File: src/rtl/mtl_pkg.sv
package mtl_pkg;

	// Integer bits of the ratio and of the result.
	localparam int INT_BITS = 8;

	// Threshold register layout: unsigned Q8.8.
	localparam int THR_WIDTH = 16;
	localparam int THR_FRAC = 8;
	localparam logic [THR_WIDTH-1:0] THR_RESET = 16'd256;

	// Decision taken at the front end, carried down the cell chain.
	typedef struct packed {
		logic do_div;
		logic base_zero;
		logic sat;
	} ctl_t;

endpackage

File: src/rtl/mtl_sqrt_cell.sv
module mtl_sqrt_cell #(
	parameter int FRAC_BITS = 16
) (
	input  logic                                        clk,
	input  logic                                        arst_n,
	input  logic                                        in_valid,
	output logic                                        in_ready,
	input  logic [mtl_pkg::INT_BITS/2+FRAC_BITS:0]      in_rem,
	input  logic [mtl_pkg::INT_BITS/2+FRAC_BITS-1:0]    in_root,
	input  logic [mtl_pkg::INT_BITS+2*FRAC_BITS-1:0]    in_rad,
	input  mtl_pkg::ctl_t                               in_ctl,
	output logic                                        out_valid,
	input  logic                                        out_ready,
	output logic [mtl_pkg::INT_BITS/2+FRAC_BITS:0]      out_rem,
	output logic [mtl_pkg::INT_BITS/2+FRAC_BITS-1:0]    out_root,
	output logic [mtl_pkg::INT_BITS+2*FRAC_BITS-1:0]    out_rad,
	output mtl_pkg::ctl_t                               out_ctl
);

	localparam int RW = mtl_pkg::INT_BITS / 2 + FRAC_BITS;
	localparam int XW = 2 * RW;

	logic             valid_q;
	logic [RW:0]      rem_q;
	logic [RW-1:0]    root_q;
	logic [XW-1:0]    rad_q;
	mtl_pkg::ctl_t    ctl_q;

	logic [RW+2:0]    cur;
	logic [RW+2:0]    trial;
	logic [RW+2:0]    diff;
	logic             ge;

	assign in_ready = !valid_q || out_ready;

	// One root digit: bring down two radicand bits, try 4*root+1.
	assign cur   = {in_rem, in_rad[XW-1:XW-2]};
	assign trial = {1'b0, in_root, 2'b01};
	assign diff  = cur - trial;
	assign ge    = cur >= trial;

	always_ff @(posedge clk or negedge arst_n) begin
		if (!arst_n) begin
			valid_q <= 1'b0;
		end else if (in_ready) begin
			valid_q <= in_valid;
		end
	end

	always_ff @(posedge clk) begin
		if (in_valid && in_ready) begin
			rem_q  <= ge ? diff[RW:0] : cur[RW:0];
			root_q <= {in_root[RW-2:0], ge};
			rad_q  <= {in_rad[XW-3:0], 2'b00};
			ctl_q  <= in_ctl;
		end
	end

	assign out_valid = valid_q;
	assign out_rem   = rem_q;
	assign out_root  = root_q;
	assign out_rad   = rad_q;
	assign out_ctl   = ctl_q;

endmodule

File: config.mk
export PLATFORM = sky130hd
export DESIGN_NAME = mtl_sqrt_cell
export DESIGN_NICKNAME = d
export VERILOG_FILES = /design/src/rtl/mtl_pkg.sv /design/src/rtl/mtl_sqrt_cell.sv
export SDC_FILE = /design/constraint.sdc
export NUM_CORES = 1
export LEC_CHECK = 0
export ABC_AREA = 1
export BUFFER_PORTS_ARGS = -buffer_cell sky130_fd_sc_hd__buf_2
export CAP_MARGIN = 20
export CELL_PAD_IN_SITES_DETAIL_PLACEMENT = 0
export CELL_PAD_IN_SITES_GLOBAL_PLACEMENT = 2
export CORE_MARGIN = 2
export CORE_UTILIZATION = 28
export DETAILED_ROUTE_END_ITERATION = 10
export PLACE_DENSITY = 0.82
export SLEW_MARGIN = 20
export SYNTH_ARGS = -nofsm -noshare
export SYNTH_HDL_FRONTEND = slang
export SYNTH_SLANG_ARGS = --single-unit
File: constraint.sdc
create_clock -name clk -period 5.3 [get_ports clk]
set_input_delay 0.265 -clock clk [delete_from_list [all_inputs] [get_ports clk]]
set_output_delay 0.265 -clock clk [all_outputs]
set_load 0.01 [all_outputs]
# Word-level counts from Yosys, hierarchy flattened
# Index checks and enable logic that the tools add are counted.
[op_classes]
bitwise_logic = 0
mul = 0
n_addsub = 1
n_eq_ne = 0
magnitude_cmp = 1
shifts = 0
n_reduce_logical = 3
mux = 1
div = 0
[op_table]
columns = ["operator", "count"]
rows = [
  [">= comparator 23 x 22 -> 1 bit", 1],
  ["two-way mux 21 bit", 1],
  ["subtractor 21 bit", 1],
  ["logical AND 1 bit", 1],
  ["logical NOT 1 bit", 1],
  ["logical OR 1 bit", 1],
]
[word_totals]
wordCells = 13
latchBits = 0
ramBits = 0
n_memories = 0
reg_bits = 83
mem_bits_ro = 0

# Longest topological paths before layout
[depth]
depth_word = 3
ltp_mapped = 14

# Least setup slack after synthesis
# Ideal clock, no wire load.
[synth_timing]
kind = "flip-flop to flip-flop"
from = "register valid_q (netlist: out_valid)"
to = "register ctl_q, in the netlist out_ctl[0] (enable)"
path_slack_ps = 324
required_time_ps = 4751
stages_incl_launch_ff = 2
n_path_buf = 0
setup_time_ps = 549
t_arrival_ps = 4426
cell_sequence = "dfrtp_1 a21oi_1"
[synth_via]
elab_chain_cells = 3
[synth_lines]
columns = ["item", "line", "source"]
rows = [
  ["start: declaration", "mtl_sqrt_cell.sv:23", "logic valid_q;"],
  ["start signal: assignment", "mtl_sqrt_cell.sv:46", "valid_q <= in_valid;"],
  ["logical NOT 1 bit", "mtl_sqrt_cell.sv:34", "assign in_ready = !valid_q || out_ready;"],
  ["logical OR 1 bit", "mtl_sqrt_cell.sv:34", ""],
  ["logical AND 1 bit", "mtl_sqrt_cell.sv:51", "if (in_valid && in_ready) begin"],
  ["end signal: assignment", "mtl_sqrt_cell.sv:55", "ctl_q <= in_ctl;"],
  ["end: declaration", "mtl_sqrt_cell.sv:27", "mtl_pkg::ctl_t ctl_q;"],
]
# No other way between the ends.
# A chain may end at the register's enable or synchronous reset.

# Worst setup path in the final report
[layout_timing]
from = "register valid_q (netlist: out_valid)"
to = "register rem_q[16] (netlist: out_rem[16]) (enable)"
[layout_via]
elab_chain_cells = 3
[layout_lines]
columns = ["item", "line", "source"]
rows = [
  ["logical NOT 1 bit", "mtl_sqrt_cell.sv:34", ""],
  ["logical OR 1 bit", "mtl_sqrt_cell.sv:34", ""],
  ["logical AND 1 bit", "mtl_sqrt_cell.sv:51", ""],
  ["end signal: assignment", "mtl_sqrt_cell.sv:52", "rem_q <= ge ? diff[RW:0] : cur[RW:0];"],
  ["end: declaration", "mtl_sqrt_cell.sv:24", "logic [RW:0] rem_q;"],
]
# No other way between the ends.

==> impl_metrics.py <==
metrics = {
    "run_status": {
        "run_status": "completed",
    },
    "drt": {
        "routedWlPerCell_microns": 13.7,
        "drc": 0,
        "ant_nets": 0,
        "routed_via_density": 4.18,
        "wirelength_microns": 11800,
        "first_pass_iters": 4,
        "first_iter_violations": 199,
        "vias": 3600,
    },
    "setup_path": {
        "worst_path_max_delay_cell": "a21oi_4",
        "r2r_slack_ps": 2970,
        "cp.arrival_ps": 2300,
        "crit_path_end_kind": "flop",
        "cp-startpoint": "out_valid",
        "rr_worst_depth": 2,
        "critPathLaunchType": "flop",
        "path_max_fanout": 56,
        "reg2reg_from": "out_valid",
        "max_stage_delay_ps": 780,
        "crit_type": "flop to flop",
        "worstPathCellList": "a21oi_4 > buf_4",
        "cp.required_ps": 5270,
        "r2r_end": "out_rem[16]",
    },
    "timing": {
        "clock_skew_ps": 8.44,
        "hold_violations": 0,
        "maxSlewViolCount": 0,
        "setup_violations": 0,
        "fin_tns_setup_ps": 0,
        "worstMarginPinSlew_ps": 1030,
        "max_slew_margin_pct": 30.8,
        "fmax_mhz": 429,
        "rsz0062_at_grt": "no",
        "fin_crit_ps": 2330,
        "fin_crit_sh_pct": 44.0,
    },
    "placement": {
        "dpl_cell_area_sq_um": 5460,
        "port_buffers": 171,
        "routabilityCongestion": 0.867,
        "dp_hpwl_microns": 9280,
    },
    "yosys": {
        "syn_area_per_cell_sq_um": 9.38,
        "synth-edff-count": 82,
        "ys.warnings.count": 0,
        "async_flop_share_pct": 1.20,
        "ys_seq_area_share_pct": 56.7,
        "ys_types": 25,
        "ys_seq_elements": 83,
        "synth_ff_type": "edfxtp_1",
        "syn_inst": 468,
        "synth_area_sq_um": 4390,
    },
    "floorplan": {
        "core_area_sq_um": 15300,
        "start_util_pct": 28.8,
        "rows": 45,
        "die_y_microns": 129,
        "dieArea_sq_um": 16700,
        "ioPinCount": 174,
        "die_w_microns": 129,
    },
    "clock_tree": {
        "cts_max_level": 3,
        "root_buffer": "clkbuf_16",
        "cts_setup_buffers": 0,
        "cts_inserted_buffers": 9,
        "numClockSinks": 83,
        "clk_latency_ps": 340,
        "cts_tree": "done",
        "clockBufferDepth": 2,
        "clkTransAtPathRegs_ps": 60,
    },
    "cells_and_area": {
        "final_layout_size_suffix_gt1_share_pct": 30.3,
        "fin_area_sq_um": 5780,
        "fin_nets": 756,
        "area_growth_pct": 31.6,
        "insertedDiodeCount": 0,
    },
    "global_routing": {
        "antenna_found_initial": 0,
        "grt_max_degree": 57,
        "grt.overflow.total": 0,
        "grt_use_total_pct": 14.2,
        "grt_pass1_vias": 3665,
        "grt_first_pass_wirelength_microns": 18100,
    },
    "worst_hold_path": {
        "min_from": "in_rad[12]",
        "min_to": "out_rad[14]",
        "min_path_cells": 1,
        "hp-class": "input pin to flop",
    },
    "power_and_ir_drop": {
        "power_density_nw_per_um2": 305,
        "peakVddDrop_v": 0.000148,
        "leakage_nw": 2.85,
    },
    "job": {
        "cap_violations": 0,
    },
}
-- cell usage in the layout, fill, tap and decap left out, drive strengths merged --
cell	n
a21boi	1
a21oi	15
buf	172
bufinv	1
clkbuf	13
clkinvlp	1
conb	2
dfrtp	1
dlygate4sd3	1
edfxtp	82
ha	22
inv	87
nand2	147
nand3	40
nand3b	6
nand4	5
nor2	27
nor3	5
o21ai	10
o21bai	4
xnor2	2
xor2	7
-- flip-flops by register name (all words and copies together), names as in the netlist --
register,cells
out_rem,21
out_valid,1
out_root,20
out_ctl,3
out_rad,38
-- report_power, final --
| group | internal [mW] | leakage, nW | switching [mW] |
|---|---|---|---|
| combinational | 0.122 | 1.91 | 0.203 |
| sequential | 0.781 | 0.792 | 0.00985 |
| clock | 0.393 | 0.146 | 0.256 |
| total | 1.30 | 2.85 | 0.468 |
-- cell usage after synthesis, types with 5 or more instances --
cell      number  area (sq um)
nand2_1      145           544
inv_1         86           323
edfxtp_1      82          2460
nand3_1       39           195
nor2_1        23          86.3
ha_1          22           275
a21oi_1       15          75.1
o21ai_0        7          35.0
xor2_1         7          61.3
nand3b_1       6          45.0
buf_6          5          56.3
nor3_1         5          25.0
-- through the flow --
| step | hold WS, ps | util [%] | setup WS, ps | std cells | power [mW] |
|---|---|---|---|---|---|
| 2_1_floorplan | -30.6 | - | 324 | 469 | 1.01 |
| 3_3_place_gp | 43.3 | 35.8 | 2630 | 845 | 1.13 |
| 3_5_place_dp | 43.9 | 35.8 | 2560 | 845 | 1.13 |
| 4_1_cts | 83.5 | 37.9 | 2870 | 862 | 1.79 |
| 5_1_grt | 84.3 | 37.9 | 2670 | 862 | 1.87 |
| 6_report | 98.8 | 37.9 | 2970 | 862 | 1.76 |
-- cell type report --
type,instances,area [sq um]
clock inverters,3,46.3
inverters,86,323
fillers,1600,9480
well taps,211,264
multi-input cells,293,1520
flip-flops and latches,83,2490
clock buffers,13,260
repair buffers,173,873
-- worst max-delay path: cells and delay by family, from the launching register on --
kind                   cells  cell delay (ps)
AOI/OAI and AO/OA          1              780
buffers and inverters      1              700
DFF                        1              410
-- how the worst max path moves through the flow --
stage | slack, ps | cells after the start | end
2_1_floorplan | 320 | 1 | out_ctl[0]
5_1_grt | 2670 | 12 | out_rem[5]
3_5_place_dp | 2560 | 10 | out_rem[5]
6_report | 2970 | 2 | out_rem[16]
4_1_cts | 2870 | 2 | out_rad[16]
3_3_place_gp | 2630 | 11 | out_rem[2]
-- per-layer routing --
metal / GRT usage, % / vias to the layer above / share of wire [%]
li1: - / 1875 / -
met1: 17.3 / 1582 / 44
met2: 24.2 / 134 / 46
met3: 4.17 / 9 / 8.2
met4: 4.54 / 0 / 0.97
met5: 0 / - / 0
-- timing repair --
action / 4_1_cts / 5_1_grt
endpoints found under the setup margin: 0 / 0
resized for setup: 0 / 0
hold endpoints to repair: 1 / 0
hold buffers: 1 / 0
-- cell families (layout without fill, tap and decap cells) --
logic type	Yosys count	count (layout)	synth area share, %
DFF	83	83	56.7
and+or+nand+nor	230	230	22.3
AOI/OAI and AO/OA	30	30	3.88
xor gates and xnor gates	9	9	1.80
buffers and inverters	93	275	8.98
other	1	2	0.0854
adders and majority gates	22	22	6.27
(Power assumes the default switching activity.)
