### config.mk
export PLATFORM = sky130hd
export DESIGN_NAME = mtl_front
export DESIGN_NICKNAME = d
export VERILOG_FILES = /design/src/rtl/mtl_pkg.sv /design/src/rtl/mtl_front.sv
export SDC_FILE = /design/constraint.sdc
export NUM_CORES = 1
export LEC_CHECK = 0
export BUFFER_PORTS_ARGS = -buffer_cell sky130_fd_sc_hd__buf_4
export CAP_MARGIN = 20
export CORE_ASPECT_RATIO = 1.4
export CORE_UTILIZATION = 45
export DETAILED_ROUTE_END_ITERATION = 12
export GPL_ROUTABILITY_DRIVEN = 1
export PLACE_DENSITY_LB_ADDON = 0.25
export REMOVE_ABC_BUFFERS = 1
export SYNTH_ARGS = -nofsm -noshare
export SYNTH_HDL_FRONTEND = slang
export SYNTH_SLANG_ARGS = --single-unit
### constraint.sdc
create_clock -name clk -period 3.45 [get_ports clk]
set_clock_uncertainty 0.15 [all_clocks]
set_input_delay 0 -clock clk [delete_from_list [all_inputs] [get_ports clk]]
set_output_delay 0 -clock clk [all_outputs]
set_load 0.03 [all_outputs]
### src/rtl/mtl_pkg.sv
package mtl_pkg;

	// Integer bits of the ratio and of the result.
	localparam int INT_BITS = 8;

	// Threshold register layout: unsigned Q8.8.
	localparam int THR_WIDTH = 16;
	localparam int THR_FRAC = 8;
	localparam logic [THR_WIDTH-1:0] THR_RESET = 16'd256;

	// Decision taken at the front end, carried down the cell chain.
	typedef struct packed {
		logic do_div;
		logic base_zero;
		logic sat;
	} ctl_t;

endpackage

### src/rtl/mtl_front.sv
module mtl_front #(
	parameter int SLOPE_WIDTH = 32
) (
	input  logic                          clk,
	input  logic                          arst_n,
	input  logic                          in_valid,
	output logic                          in_ready,
	input  logic signed [SLOPE_WIDTH-1:0] slope_old,
	input  logic signed [SLOPE_WIDTH-1:0] slope_new,
	input  logic [mtl_pkg::THR_WIDTH-1:0] thr,
	output logic                          out_valid,
	input  logic                          out_ready,
	output logic [SLOPE_WIDTH-1:0]        mold,
	output logic [SLOPE_WIDTH-1:0]        mnew,
	output mtl_pkg::ctl_t                 ctl
);

	localparam int PW = SLOPE_WIDTH + mtl_pkg::THR_WIDTH;
	localparam int SW = SLOPE_WIDTH + mtl_pkg::INT_BITS;

	logic                   valid_s1;
	logic [SLOPE_WIDTH-1:0] mold_s1;
	logic [SLOPE_WIDTH-1:0] mnew_s1;
	logic [PW-1:0]          prod_s1;
	logic                   same_s1;
	logic                   valid_s2;
	logic [SLOPE_WIDTH-1:0] mold_s2;
	logic [SLOPE_WIDTH-1:0] mnew_s2;
	mtl_pkg::ctl_t          ctl_s2;

	logic                   ready_s1;
	logic                   ready_s2;
	logic [SLOPE_WIDTH-1:0] so_u;
	logic [SLOPE_WIDTH-1:0] sn_u;
	logic [SLOPE_WIDTH-1:0] mold_d;
	logic [SLOPE_WIDTH-1:0] mnew_d;
	logic [SW-1:0]          mold_sh;
	logic                   nz;
	logic                   lim;
	logic                   sat_c;
	mtl_pkg::ctl_t          ctl_d;

	// Each stage moves when the one after it is empty or moving.
	assign ready_s2 = !valid_s2 || out_ready;
	assign ready_s1 = !valid_s1 || ready_s2;
	assign in_ready = ready_s1;

	// Exact magnitudes; the most negative value maps to 2^(width-1).
	assign so_u   = $unsigned(slope_old);
	assign sn_u   = $unsigned(slope_new);
	assign mold_d = so_u[SLOPE_WIDTH-1] ? (~so_u + 1'b1) : so_u;
	assign mnew_d = sn_u[SLOPE_WIDTH-1] ? (~sn_u + 1'b1) : sn_u;

	// Stage one: magnitudes, sign match and threshold product.
	always_ff @(posedge clk or negedge arst_n) begin
		if (!arst_n) begin
			valid_s1 <= 1'b0;
		end else if (ready_s1) begin
			valid_s1 <= in_valid;
		end
	end

	always_ff @(posedge clk) begin
		if (in_valid && ready_s1) begin
			mold_s1 <= mold_d;
			mnew_s1 <= mnew_d;
			prod_s1 <= PW'(thr) * PW'(mnew_d);
			same_s1 <= so_u[SLOPE_WIDTH-1] == sn_u[SLOPE_WIDTH-1];
		end
	end

	// Threshold and saturation compares pick how the base value is formed.
	assign mold_sh = {mold_s1, mtl_pkg::THR_FRAC'(0)};
	assign nz      = (|mold_s1) && (|mnew_s1) && same_s1;
	assign lim     = prod_s1 < PW'(mold_sh);
	assign sat_c   = SW'(mnew_s1) >= {mold_s1, mtl_pkg::INT_BITS'(0)};

	always_comb begin
		ctl_d.do_div    = nz && lim && !sat_c;
		ctl_d.sat       = nz && lim && sat_c;
		ctl_d.base_zero = !nz && (|mold_s1);
	end

	// Stage two: decision register feeding the divider chain.
	always_ff @(posedge clk or negedge arst_n) begin
		if (!arst_n) begin
			valid_s2 <= 1'b0;
		end else if (ready_s2) begin
			valid_s2 <= valid_s1;
		end
	end

	always_ff @(posedge clk) begin
		if (valid_s1 && ready_s2) begin
			mold_s2 <= mold_s1;
			mnew_s2 <= mnew_s1;
			ctl_s2  <= ctl_d;
		end
	end

	assign out_valid = valid_s2;
	assign mold      = mold_s2;
	assign mnew      = mnew_s2;
	assign ctl       = ctl_s2;

endmodule

# Word-level counts from Yosys, hierarchy flattened

Index checks and enable logic that the tools add are counted.

Register bits after elaboration: 182
Bits in latches: 0
Bits in writable memories: 0
Memory bits (read-only): 0
Bits of input ports: 84
Output and inout port bits: 69
Word-level logic and storage cells: 38
Memories: 0

$add $sub $neg: 2
$mul: 1
Div/mod/pow operators: 0
Order comparisons: 2
Eq/ne operators: 1
Shift operators: 0
Muxes and demuxes: 2
Bitwise gates (word level): 2
Reduce and logical (&&, ||, !) cells: 16

Operators with widths:

| operator                | number |
|---|---|
| $add A32 B1 Y32 const B | 2 |
| $not A32 Y32            | 2 |
| $reduce_or A32 Y1       | 2 |
| $lt A48 B40 Y1          | 1 |
| $mul A16 B32 Y48        | 1 |
| $ge A32 B40 Y1          | 1 |
| $mux W32                | 1 |
| $mux W31                | 1 |
| $logic_and A1 B1 Y1     | 8 |
| $logic_not A1 Y1        | 4 |
| $logic_or A1 B1 Y1      | 2 |
| $eq A1 B1 Y1            | 1 |

# Logic depth before layout (Yosys ltp)

Gate-level depths: netlist of run 1.

Depth in word-level cells: 5
Mapped depth: 32
Gate-level depth less buffers: 29

# Least setup slack after synthesis of run 1

Ideal clock, no wire load.

Path kind: input to register
From: input port slope_new[17]
To: register prod_s1[47], data pin
Library setup time: 0.258 ns
Data arrival time: 7.163 ns
Required time: 3.042 ns
Slack: -4.121 ns
Stages on the path: 26
Buffers on the path: 1
Cell sequence: or4_4 > or4_1 > nor3_1 > nand2_1 > o31ai_1 > xnor2_1 > clkbuf_1 > nand2_1 > fa_1 > fa_1 > inv_1 > fa_1 > fa_1 > fa_1 > inv_1 > fa_1 > inv_1 > ha_1 > a21oi_1 > o21ai_0 > a221o_1 > a21oi_1 > nand2b_1 > a2111oi_0 > nor2_1 > xnor2_1

Cells in the longest elaborated chain, start to end: 4

RTL lines:

| item                 | RTL line        | text |
|---|---|---|
| start, declared      | mtl_front.sv:9  | `input logic signed [SLOPE_WIDTH-1:0] slope_new,` |
| $not A32 Y32         | mtl_front.sv:52 | `assign mnew_d = sn_u[SLOPE_WIDTH-1] ? (~sn_u + 1'b1) : sn_u;` |
| $add A32 B1 Y32      | mtl_front.sv:52 |  |
| $mux W32             | mtl_front.sv:52 |  |
| net mnew_d[25]       | mtl_front.sv:36 | `logic [SLOPE_WIDTH-1:0] mnew_d;` |
| $mul A16 B32 Y48     | mtl_front.sv:67 | `prod_s1 <= PW'(thr) * PW'(mnew_d);` |
| end signal, assigned | mtl_front.sv:67 |  |
| end, declared        | mtl_front.sv:24 | `logic [PW-1:0] prod_s1;` |

The timed path passes the listed nets, and every way through them passes these cells.
A chain may end at the register's enable or synchronous reset.

# Worst setup path in the final report of run 1

From: input port slope_new[18]
To: register prod_s1[43], data pin

Cells in the longest elaborated chain, start to end: 4

RTL lines:

| item                 | RTL line |
|---|---|
| $not A32 Y32         | mtl_front.sv:52 |
| $add A32 B1 Y32      | mtl_front.sv:52 |
| $mux W32 (*)         | mtl_front.sv:52 |
| $mul A16 B32 Y48 (*) | mtl_front.sv:67 |

Every way passes the cells marked *; elsewhere a longest branch is shown, timed or not.

==> results of run 1 <==
[cells by family (layout without fill, tap and decap cells)]
| family | count (synthesis) | after routing | share of synthesized area |
|---|---|---|---|
| and+or+nand+nor | 745 | 745 | 0.154 |
| adders and majority gates | 591 | 591 | 0.438 |
| buffers and inverters | 582 | 1170 | 0.0911 |
| AOI/OAI and AO/OA | 238 | 238 | 0.0628 |
| DFF | 174 | 174 | 0.217 |
| xor gates and xnor gates | 100 | 100 | 0.0365 |
| muxes | 1 | 1 | 0.000417 |
[worst reg2reg max path: stages, from the launching register on]
cell and delay (ps):
edfxtp_1 410, inv_1 90, ha_1 320, a21o_1 170, a21o_1 170, a21o_1 170, a21oi_1 130, nor2b_1 50
a2111oi_0 460, o21ai_0 230, a211oi_1 210
[final cells by class]
cell class	instances	share of cell area
Clock buffer	17	0.0129
Clock inverter	15	0.00522
Inverter	482	0.0551
Multi-Input combinational cell	1675	0.565
Timing Repair Buffer	656	0.176
Tap cell	707	0.0269
Sequential cell	174	0.159
[worst min path at each step]
stage / from / endpoint / slack, ps / cells after the start
final: slope_new[30] / mnew_s1[30]$_DFFE_PP_ / 20 / 3
after global routing: slope_new[30] / mnew_s1[30]$_DFFE_PP_ / 8 / 3
after detailed placement: arst_n / out_valid$_DFFE_PN0P_ / -360 / 1
after global placement: arst_n / out_valid$_DFFE_PN0P_ / -370 / 1
after CTS: slope_new[28] / mnew_s1[28]$_DFFE_PP_ / 30 / 4
after floorplan: arst_n / out_valid$_DFFE_PN0P_ / -450 / 0
[metal layers]
metal,GRT usage,up-vias
li1,-,8747
met1,0.278,10000
met2,0.522,568
met3,0.0286,245
met4,0.160,0
met5,0,-
[stage by stage]
stage                     area [um2]  instances   util  worst slack (ps)  hold slack (ps)
after floorplan                23600       2331      -             -4100             -446
after global placement         28700       3555  0.548             -4320             -368
after detailed placement       28700       3555  0.548             -4430             -365
after CTS                      32000       3708  0.611             -3530             30.1
after global routing           32900       3726  0.627             -3720             8.00
final                          32900       3726  0.627             -3520             22.6
[flip-flops by register name, indices dropped and copies added (netlist names)]
| name | cells |
|---|---|
| ctl | 3 |
| mnew | 32 |
| mnew_s1 | 32 |
| mold | 32 |
| mold_s1 | 32 |
| out_valid | 1 |
| prod_s1 | 40 |
| same_s1 | 1 |
| valid_s1 | 1 |
[synthesized netlist by cell type, types with 19 or more instances]
library cell / count / area share
xor2_1: 22 / 0.0080
a21o_1: 31 / 0.0097
fa_1: 417 / 0.35
nand2_1: 362 / 0.057
o21ai_0: 59 / 0.012
a21oi_1: 75 / 0.016
nand4_1: 24 / 0.0063
nor2_1: 39 / 0.0061
edfxtp_1: 172 / 0.22
ha_1: 174 / 0.091
nor2b_1: 19 / 0.0049
nor4_1: 21 / 0.0055
and2_1: 205 / 0.053
inv_1: 482 / 0.075
clkbuf_1: 97 / 0.015
xnor2_1: 78 / 0.028
[timing repair]
| item | CTS | global route |
|---|---|---|
| hold buffers | 59 | 1 |
| setup endpoints to repair | 40 | 42 |
| resized for setup | 335 | 173 |
| pin swaps | 204 | 160 |
| buffers inserted | 70 | 38 |
| endpoints found under the hold margin | 38 | 1 |
| cloned | 1 | 0 |
[cells in the final DEF (no fill, tap or decap), types with 6 or more instances in the layout]
| cell type | count |
|---|---|
| buf_4 | 482 |
| inv_1 | 441 |
| fa_1 | 397 |
| nand2_1 | 333 |
| and2_1 | 191 |
| edfxtp_1 | 172 |
| ha_1 | 137 |
| buf_6 | 87 |
| dlygate4sd3_1 | 55 |
| xnor2_1 | 53 |
| inv_2 | 41 |
| a21oi_1 | 35 |
| ha_4 | 32 |
| a21o_1 | 30 |
| nor2_1 | 28 |
| o21ai_0 | 28 |
| a21oi_2 | 27 |
| buf_12 | 25 |
| nand4_1 | 24 |
| nor4_1 | 21 |
| fa_2 | 20 |
| xor2_1 | 18 |
| clkbuf_16 | 18 |
| xnor2_2 | 17 |
| nor2b_1 | 17 |
| o21ai_2 | 15 |
| nand2_2 | 15 |
| nand3_1 | 14 |
| and2_4 | 13 |
| a21oi_4 | 13 |
| nand2_4 | 12 |
| nand2b_1 | 10 |
| o21ai_1 | 9 |
| xnor2_4 | 8 |
| o31ai_4 | 8 |
| o21ai_4 | 7 |
| or4_1 | 6 |
| nor2_2 | 6 |
| or3_1 | 6 |
==> impl_metrics.ini, run 1 <==
[status]
outcome = finished with violations
violations = negative setup slack

[setup_path]
cp_num_cells = 29
path_delay_family = adder cells
cp-start-kind = input pin
worstPathMaxFanout = 4
critPathMaxStageDelay_ps = 560
cp-end-kind = flop
worstPathRequired_ps = 3490
crit_buf_inv = 8
crit_top_cell = fa_1
worst_r2r_startpoint = mold_s1[9]$_DFFE_PP_
reg2reg_depth = 10
path_class = input pin to flop
crit_end = prod_s1[43]$_DFFE_PP_
arrival_ps = 7010
critPathLaunch = slope_new[18]
r2r_slack_ps = 720
critPathSlowestCell = fa_1
rr_endpoint = ctl[0]$_DFFE_PP_

[drt]
first_pass_iters = 5
wl_um = 72200
routed.top_layer = met4
vias_per_cell = 5.26
dr_total_vias = 19600
wl_met2_um = 40400
drt_iter0_drc = 977
ant_nets = 0
avgRoutedWirePerCell_um = 19.4
m1WireLength_um = 25000
wl_met3_um = 2380
remaining_drc_errors = 0

[placement]
gp_congestion = 0.917
port_buffers = 152
hpwl_um = 56900

[die]
fp-row-count = 99
design.core.area_um2 = 52400
die_x_um = 197
fp.dieArea_um2 = 54300
pin_count = 153
initial_utilization = 0.458
fp.dieH_um = 275

[cells_and_area]
multiInputGateArea_um2 = 18600
drive_above_1_share = 0.311
antenna_cells = 0
layout.nets = 3681
ff_latch_area_um2 = 5220
n_fill_cell = 4122
syn_to_final_growth_pct = 36.8

[clock_network]
clock_tree.buffer_depth = 2
clkSlewWorstSetupHoldPaths_ps = 70
htree_num_levels = 4
cts_buffers = 17
cts.sinks = 174
cts_root_buf = clkbuf_16
clkLatencyLatePin_ps = 440
cts_tree = done

[sta]
relSlewSlack = 0.500
finalCritPeriodShare = 2.02
final-hold-violation-count = 0
fin_crit_ps = 6970
setup_ws_ps = -3520
final.setup.tns_ps = -123500
rsz0062_at_grt = true
setup_viol_count_final = 40
fmax_mhz = 143
tightest_slew_ps = 744
drv_slew = 0

[logic_synthesis]
yosysWarnings = 0
synth_flop_cell = edfxtp_1
synth_area_um2 = 24000
post_synth_num_cell_types = 56
synth_edf_count = 172
synthArstFlopShare = 0.0115
seq_area_frac_synth = 0.217
syn_avg_cell_area_um2 = 9.88
synthCells = 2431
synth-seq-cells = 174

[global_routing]
antenna_found_initial = 0
gr-usage-all-layers = 0.270
grt-ovfl-total = 0
grt_max_degree = 60
grt_pass1_wl_um = 112000
grt_pass1_vias = 21900

[hold_path]
hold_class = input pin to flop

[run]
max-cap-violations = 0
Power of run 1 is not shown: default switching activity piles up to over one toggle a cycle in this logic, so the estimate is an artifact.
==> inputs of run 2 (changes only) <==
Settings changed: ABC_AREA set to 1.
==> run 2 against run 1 <==
Against the previous run:
- the flow still finishes with violations (negative setup slack)
- non-clock buffer count is 94 higher
- core utilization rose by 0.62 points
- synthesized area rose by 5.1%
- die area rose by 5.0%
- worst hold slack lost 12 ps
- flip-flop and latch count stayed put
- design area increased by 6.8%
- setup slack gained 580 ps
- sequential share of layout area down 1.0 points
- via count grew 12%
- first-iteration DRC count up 49%
- critical path depth grew 3
- critical path type unchanged
- critical endpoint is now prod_s1[30]$_DFFE_PP_
==> impl_metrics.ini, run 2 <==
[logic_synthesis]
synth.area.top_cells = fa_1, edfxtp_1, inv_1
synth_common_cells = inv_1, nand2_1, fa_1
synth_top_area_share = 0.331
synthSimpleGateAreaFrac = 0.179
synth_largest_area_cell = fa_1
syn_avg_cell_area_um2 = 8.78
synthCells = 2875
muxShareOfSynthArea = 0
seq_area_frac_synth = 0.207
synth_edf_count = 172
synth-seq-cells = 174
synth_flop_cell = edfxtp_1
yosysMostFrequentCell = inv_1
yosysWarnings = 0
synth_area_um2 = 25200
synth_xor_xnor_area_share = 0.0253
synthArstFlopShare = 0.0115
synthAdderAreaFrac = 0.417
synth_top_family_by_area = adder cells
synth_compound_area_frac = 0.0558
post_synth_num_cell_types = 61

[cells_and_area]
top_register = prod_s1
drive_above_1_share = 0.361
fin_cells = 4306
syn_to_final_growth_pct = 39.0
largest_register_ffs = 40
layout_commonest_cell = buf_4
antenna_cells = 0
final_cell_mix = buf_4, inv_1, nand2_1
layout.nets = 4240
finalCoreUtilization = 0.633

[die]
pin_count = 153
fp.dieH_um = 282
die_x_um = 202
design.core.area_um2 = 55400
fp.dieArea_um2 = 57100
initial_utilization = 0.456
fp-row-count = 102

[placement]
port_buffers = 152
place_ws_ps = -4010
placed_cells = 4122
gp_congestion = 0.940
hpwl_um = 70700

[setup_path]
arrival_ps = 6440
cp_num_cells = 32
cp-start-kind = input pin
reg2reg_depth = 9
cp-end-kind = flop
worstPathRequired_ps = 3500
path_class = input pin to flop
critPathLaunch = slope_new[0]
path_delay_family = adder cells
crit_buf_inv = 11
crit_top_cell = fa_1
critPathSlowestCell = fa_2
worst_r2r_startpoint = mold_s1[31]$_SDFFCE_PN0P_
critPathMaxStageDelay_ps = 580
worstPathMaxFanout = 5

[clock_network]
cts.sinks = 174
clkSlewWorstSetupHoldPaths_ps = 70
cts_tree = done
cts_root_buf = clkbuf_16
htree_num_levels = 4
cts_buffers = 17
clock_tree.buffer_depth = 2
clkLatencyLatePin_ps = 460

[drt]
avgRoutedWirePerCell_um = 20.1
vias_per_cell = 5.12
drt_iter0_drc = 1455
ant_nets = 0
dr_total_vias = 22000
first_pass_iters = 7
remaining_drc_errors = 0
wl_um = 86300

[sta]
relSlewSlack = 0.428
fmax_mhz = 156
rsz0062_at_grt = true
setup_viol_count_final = 40
finalCritPeriodShare = 1.85
setup_ws_ps = -2940
tightest_slew_ps = 858
fin_crit_ps = 6390
final-hold-violation-count = 0
drv_slew = 0

[status]
violations = negative setup slack
outcome = finished with violations

[global_routing]
grt_pass1_wl_um = 131000
grt_pass1_vias = 24000
grt-ovfl-total = 0
gr-usage-all-layers = 0.306
grt_max_degree = 68
antenna_found_initial = 0

[run]
max-cap-violations = 0

[hold_path]
holdPathStages = 5
holdCritStartpoint = slope_new[30]
hold_class = input pin to flop
run 2: cell count changes in the layout (fill, tap and decap cells not counted), sizes merged, moves of 46 or more:
cell,change
nor2,+281
and2,-205
inv,+180
a21oi,+46
xnor2,-61
buf,+96
nand2,+226
run 2: cells by family (layout without fill, tap and decap cells):
family / count (synthesis) / in the layout
AOI/OAI and AO/OA: 245 / 245
xor gates and xnor gates: 70 / 70
adders and majority gates: 591 / 591
buffers and inverters: 750 / 1453
DFF: 174 / 174
and+or+nand+nor: 1045 / 1045
run 2: worst reg2reg max path, cell delays in order, from the launching register on:
cell	delay, ps
edfxtp_1	400
inv_1	70
ha_1	320
nand4_1	130
nor3_1	340
nand2_1	100
nor3_1	440
o21ai_0	360
nand4_1	210
nor2_1	70
run 2: metal layers:
metal | vias to the layer above | track usage | routed length [um]
met5 | - | 0 | 0
met4 | 0 | 0.177 | 5810
met2 | 731 | 0.568 | 45100
met1 | 11000 | 0.343 | 32200
li1 | 10100 | - | -
met3 | 234 | 0.0236 | 3320
run 2: worst paths after layout:
kind,endpoint,slack (ps)
max,prod_s1[30]$_DFFE_PP_,-2940
min,mnew_s1[30]$_DFFE_PP_,10
max reg2reg,ctl[2]$_DFFE_PP_,620
min reg2reg,mold[14]$_DFFE_PP_,310
max in group asynchronous,out_valid$_DFFE_PN0P_,2740
min in group asynchronous,valid_s1$_DFFE_PN0N_,270
run 2: stage by stage:
| stage | hold WS [ps] | cell area, um2 | setup TNS, ps |
|---|---|---|---|
| 6_report | 10.9 | 35100 | -106730 |
| 5_1_grt | 21.7 | 35100 | -113230 |
| 4_1_cts | 19.3 | 34100 | -103670 |
| 3_5_place_dp | -365 | 30500 | -139210 |
| 3_3_place_gp | -368 | 30500 | -136930 |
| 2_1_floorplan | -446 | 24800 | -192360 |
run 2: what timing repair did:
action | CTS | global route
setup buffers | 67 | 37
hold buffers | 57 | 0
gates resized for setup | 483 | 240
setup endpoints to repair | 40 | 41
pin swaps | 182 | 157
endpoints found under the hold margin | 38 | 0
gates cloned | 0 | 0
run 2: area by class of cell:
cell class | count | area, um2
timing repair buffer | 750 | 6380
inverter | 671 | 2580
multi-input combinational | 1951 | 19400
fill | 4588 | 20300
clock buffer | 17 | 425
sequential | 174 | 5220
tap | 728 | 911
clock inverter | 15 | 198
Power of run 2 is left out for the same reason.
==> inputs of run 3 (changes only) <==
Settings changed: PLACE_DENSITY set to 0.74, PLACE_DENSITY_LB_ADDON 0.25 to unset.
==> run 3 against run 2 <==
Against the previous run:
- the run still ends with negative setup slack left
- sequential share of layout area is essentially flat
- via count rose by 4.6%
- setup slack worse by 420 ps
- maximum frequency shrank 6.2%
- critical path type unchanged
- die area unchanged
- design area increased by 0.13%
- cell count up 0.98%
- critical path depth increased by 2
- count of clock-buffer cells in the layout did not move
==> impl_metrics.ini, run 3 (synthesized netlist as in run 2, its figures left out) <==
[setup_path]
arrival_ps = 6920
path_class = input pin to flop
path_delay_family = adder cells
r2r_slack_ps = 930
worstPathMaxFanout = 7
worstPathRequired_ps = 3560
cp-end-kind = flop
crit_top_cell = fa_1
cp-start-kind = input pin
critPathMaxStageDelay_ps = 570
reg2reg_depth = 9
crit_buf_inv = 13
critPathSlowestCell = fa_1
worst_r2r_startpoint = mold_s1[31]$_SDFFCE_PN0P_
rr_endpoint = ctl[2]$_DFFE_PP_

[clock_network]
htree_num_levels = 4
clock_tree.buffer_depth = 2
clkSlewWorstSetupHoldPaths_ps = 70
cts_root_buf = clkbuf_16
cts_tree = done
cts_buffers = 17
clkLatencyLatePin_ps = 450
cts.sinks = 174

[drt]
remaining_drc_errors = 0
first_pass_iters = 8
wl_um = 85100
ant_nets = 0
drt_iter0_drc = 1723
vias_per_cell = 5.30
dr_total_vias = 23000
avgRoutedWirePerCell_um = 19.6

[die]
initial_utilization = 0.456
fp.dieArea_um2 = 57100
fp.dieH_um = 282
design.core.area_um2 = 55400
pin_count = 153
die_x_um = 202
fp-row-count = 102

[cells_and_area]
design_area_um2 = 35100
antenna_cells = 0
syn_to_final_growth_pct = 39.2
final_cell_mix = buf_4, inv_1, nand2_1
layout.nets = 4282
layout_commonest_cell = buf_4
largest_register_ffs = 40
finalCoreUtilization = 0.634
fin_cells = 4348
n_fill_cell = 4167
top_register = prod_s1
drive_above_1_share = 0.355

[status]
violations = negative setup slack
outcome = finished with violations

[hold_path]
hold_end = mnew_s1[7]$_DFFE_PP_
holdPathStages = 5
hold_class = input pin to flop
holdCritStartpoint = slope_new[7]

[global_routing]
grt_pass1_wl_um = 126000
grt-busiest-layer = met2
grt-ovfl-total = 0
met2_usage = 0.518
grtUsageMet1 = 0.321
gr-usage-all-layers = 0.289
met3_usage = 0.0306
grt_pass1_vias = 24100
antenna_found_initial = 0
grt_max_degree = 68

[sta]
final-hold-violation-count = 0
fmax_mhz = 147
fin_crit_ps = 6810
tightest_slew_ps = 911
rsz0062_at_grt = true
setup_ws_ps = -3360
drv_slew = 0
relSlewSlack = 0.393
setup_viol_count_final = 40
finalCritPeriodShare = 1.98

[placement]
placed_cells = 4150
hpwl_um = 64400
place_ws_ps = -3710
port_buffers = 152
gp_congestion = 0.992
place_area_um2 = 30800

[run]
max-cap-violations = 0
-- run 3: timing repair --
action	4_1_cts	5_1_grt
hold endpoints to repair	38	0
pin swaps	204	142
resized for setup	458	169
endpoints found under the setup margin	40	41
hold buffers	58	0
gates cloned	1	0
buffers inserted	76	38
-- run 3: area by class of cell --
cell class                 count  area [um2]  share of cell area
clock buffer                  17         425              0.0121
clock inverter                15         159             0.00452
inverter                     671        2590              0.0736
multi-input combinational   1951       19100               0.544
sequential                   174        5220               0.148
tap                          728         911              0.0259
timing repair buffer         791        6730               0.192
timing repair inverter         1        6.26            0.000178
-- run 3: worst max-delay path by stage --
| stage | start | endpoint | cells after the start |
|---|---|---|---|
| 2_1_floorplan | slope_new[1] | prod_s1[38]$_DFFE_PP_ | 30 |
| 3_3_place_gp | slope_new[0] | prod_s1[37]$_DFFE_PP_ | 33 |
| 3_5_place_dp | slope_new[0] | prod_s1[37]$_DFFE_PP_ | 33 |
| 4_1_cts | slope_new[1] | prod_s1[37]$_DFFE_PP_ | 33 |
| 5_1_grt | slope_new[0] | prod_s1[20]$_DFFE_PP_ | 34 |
| 6_report | slope_new[0] | prod_s1[20]$_DFFE_PP_ | 34 |
-- run 3: worst min-delay path: cells and delay by family --
family,cells,cell delay (ps)
buffers and inverters,3,330
AND/OR/NAND/NOR,2,190
-- run 3: layer usage --
layer  routed length [um]  vias up
li1                     -    10200
met1                29800    11200
met2                42500     1234
met3                 5610      423
met4                 7280        0
met5                    0        -
-- run 3: per-stage QoR --
step / hold slack, ps / setup TNS [ps]
final: 42.7 / -110490
after global routing: 57.9 / -117650
after CTS: 17.1 / -102740
after detailed placement: -365 / -137050
after global placement: -367 / -135080
after floorplan: -446 / -192360
Power of run 3 is left out for the same reason.
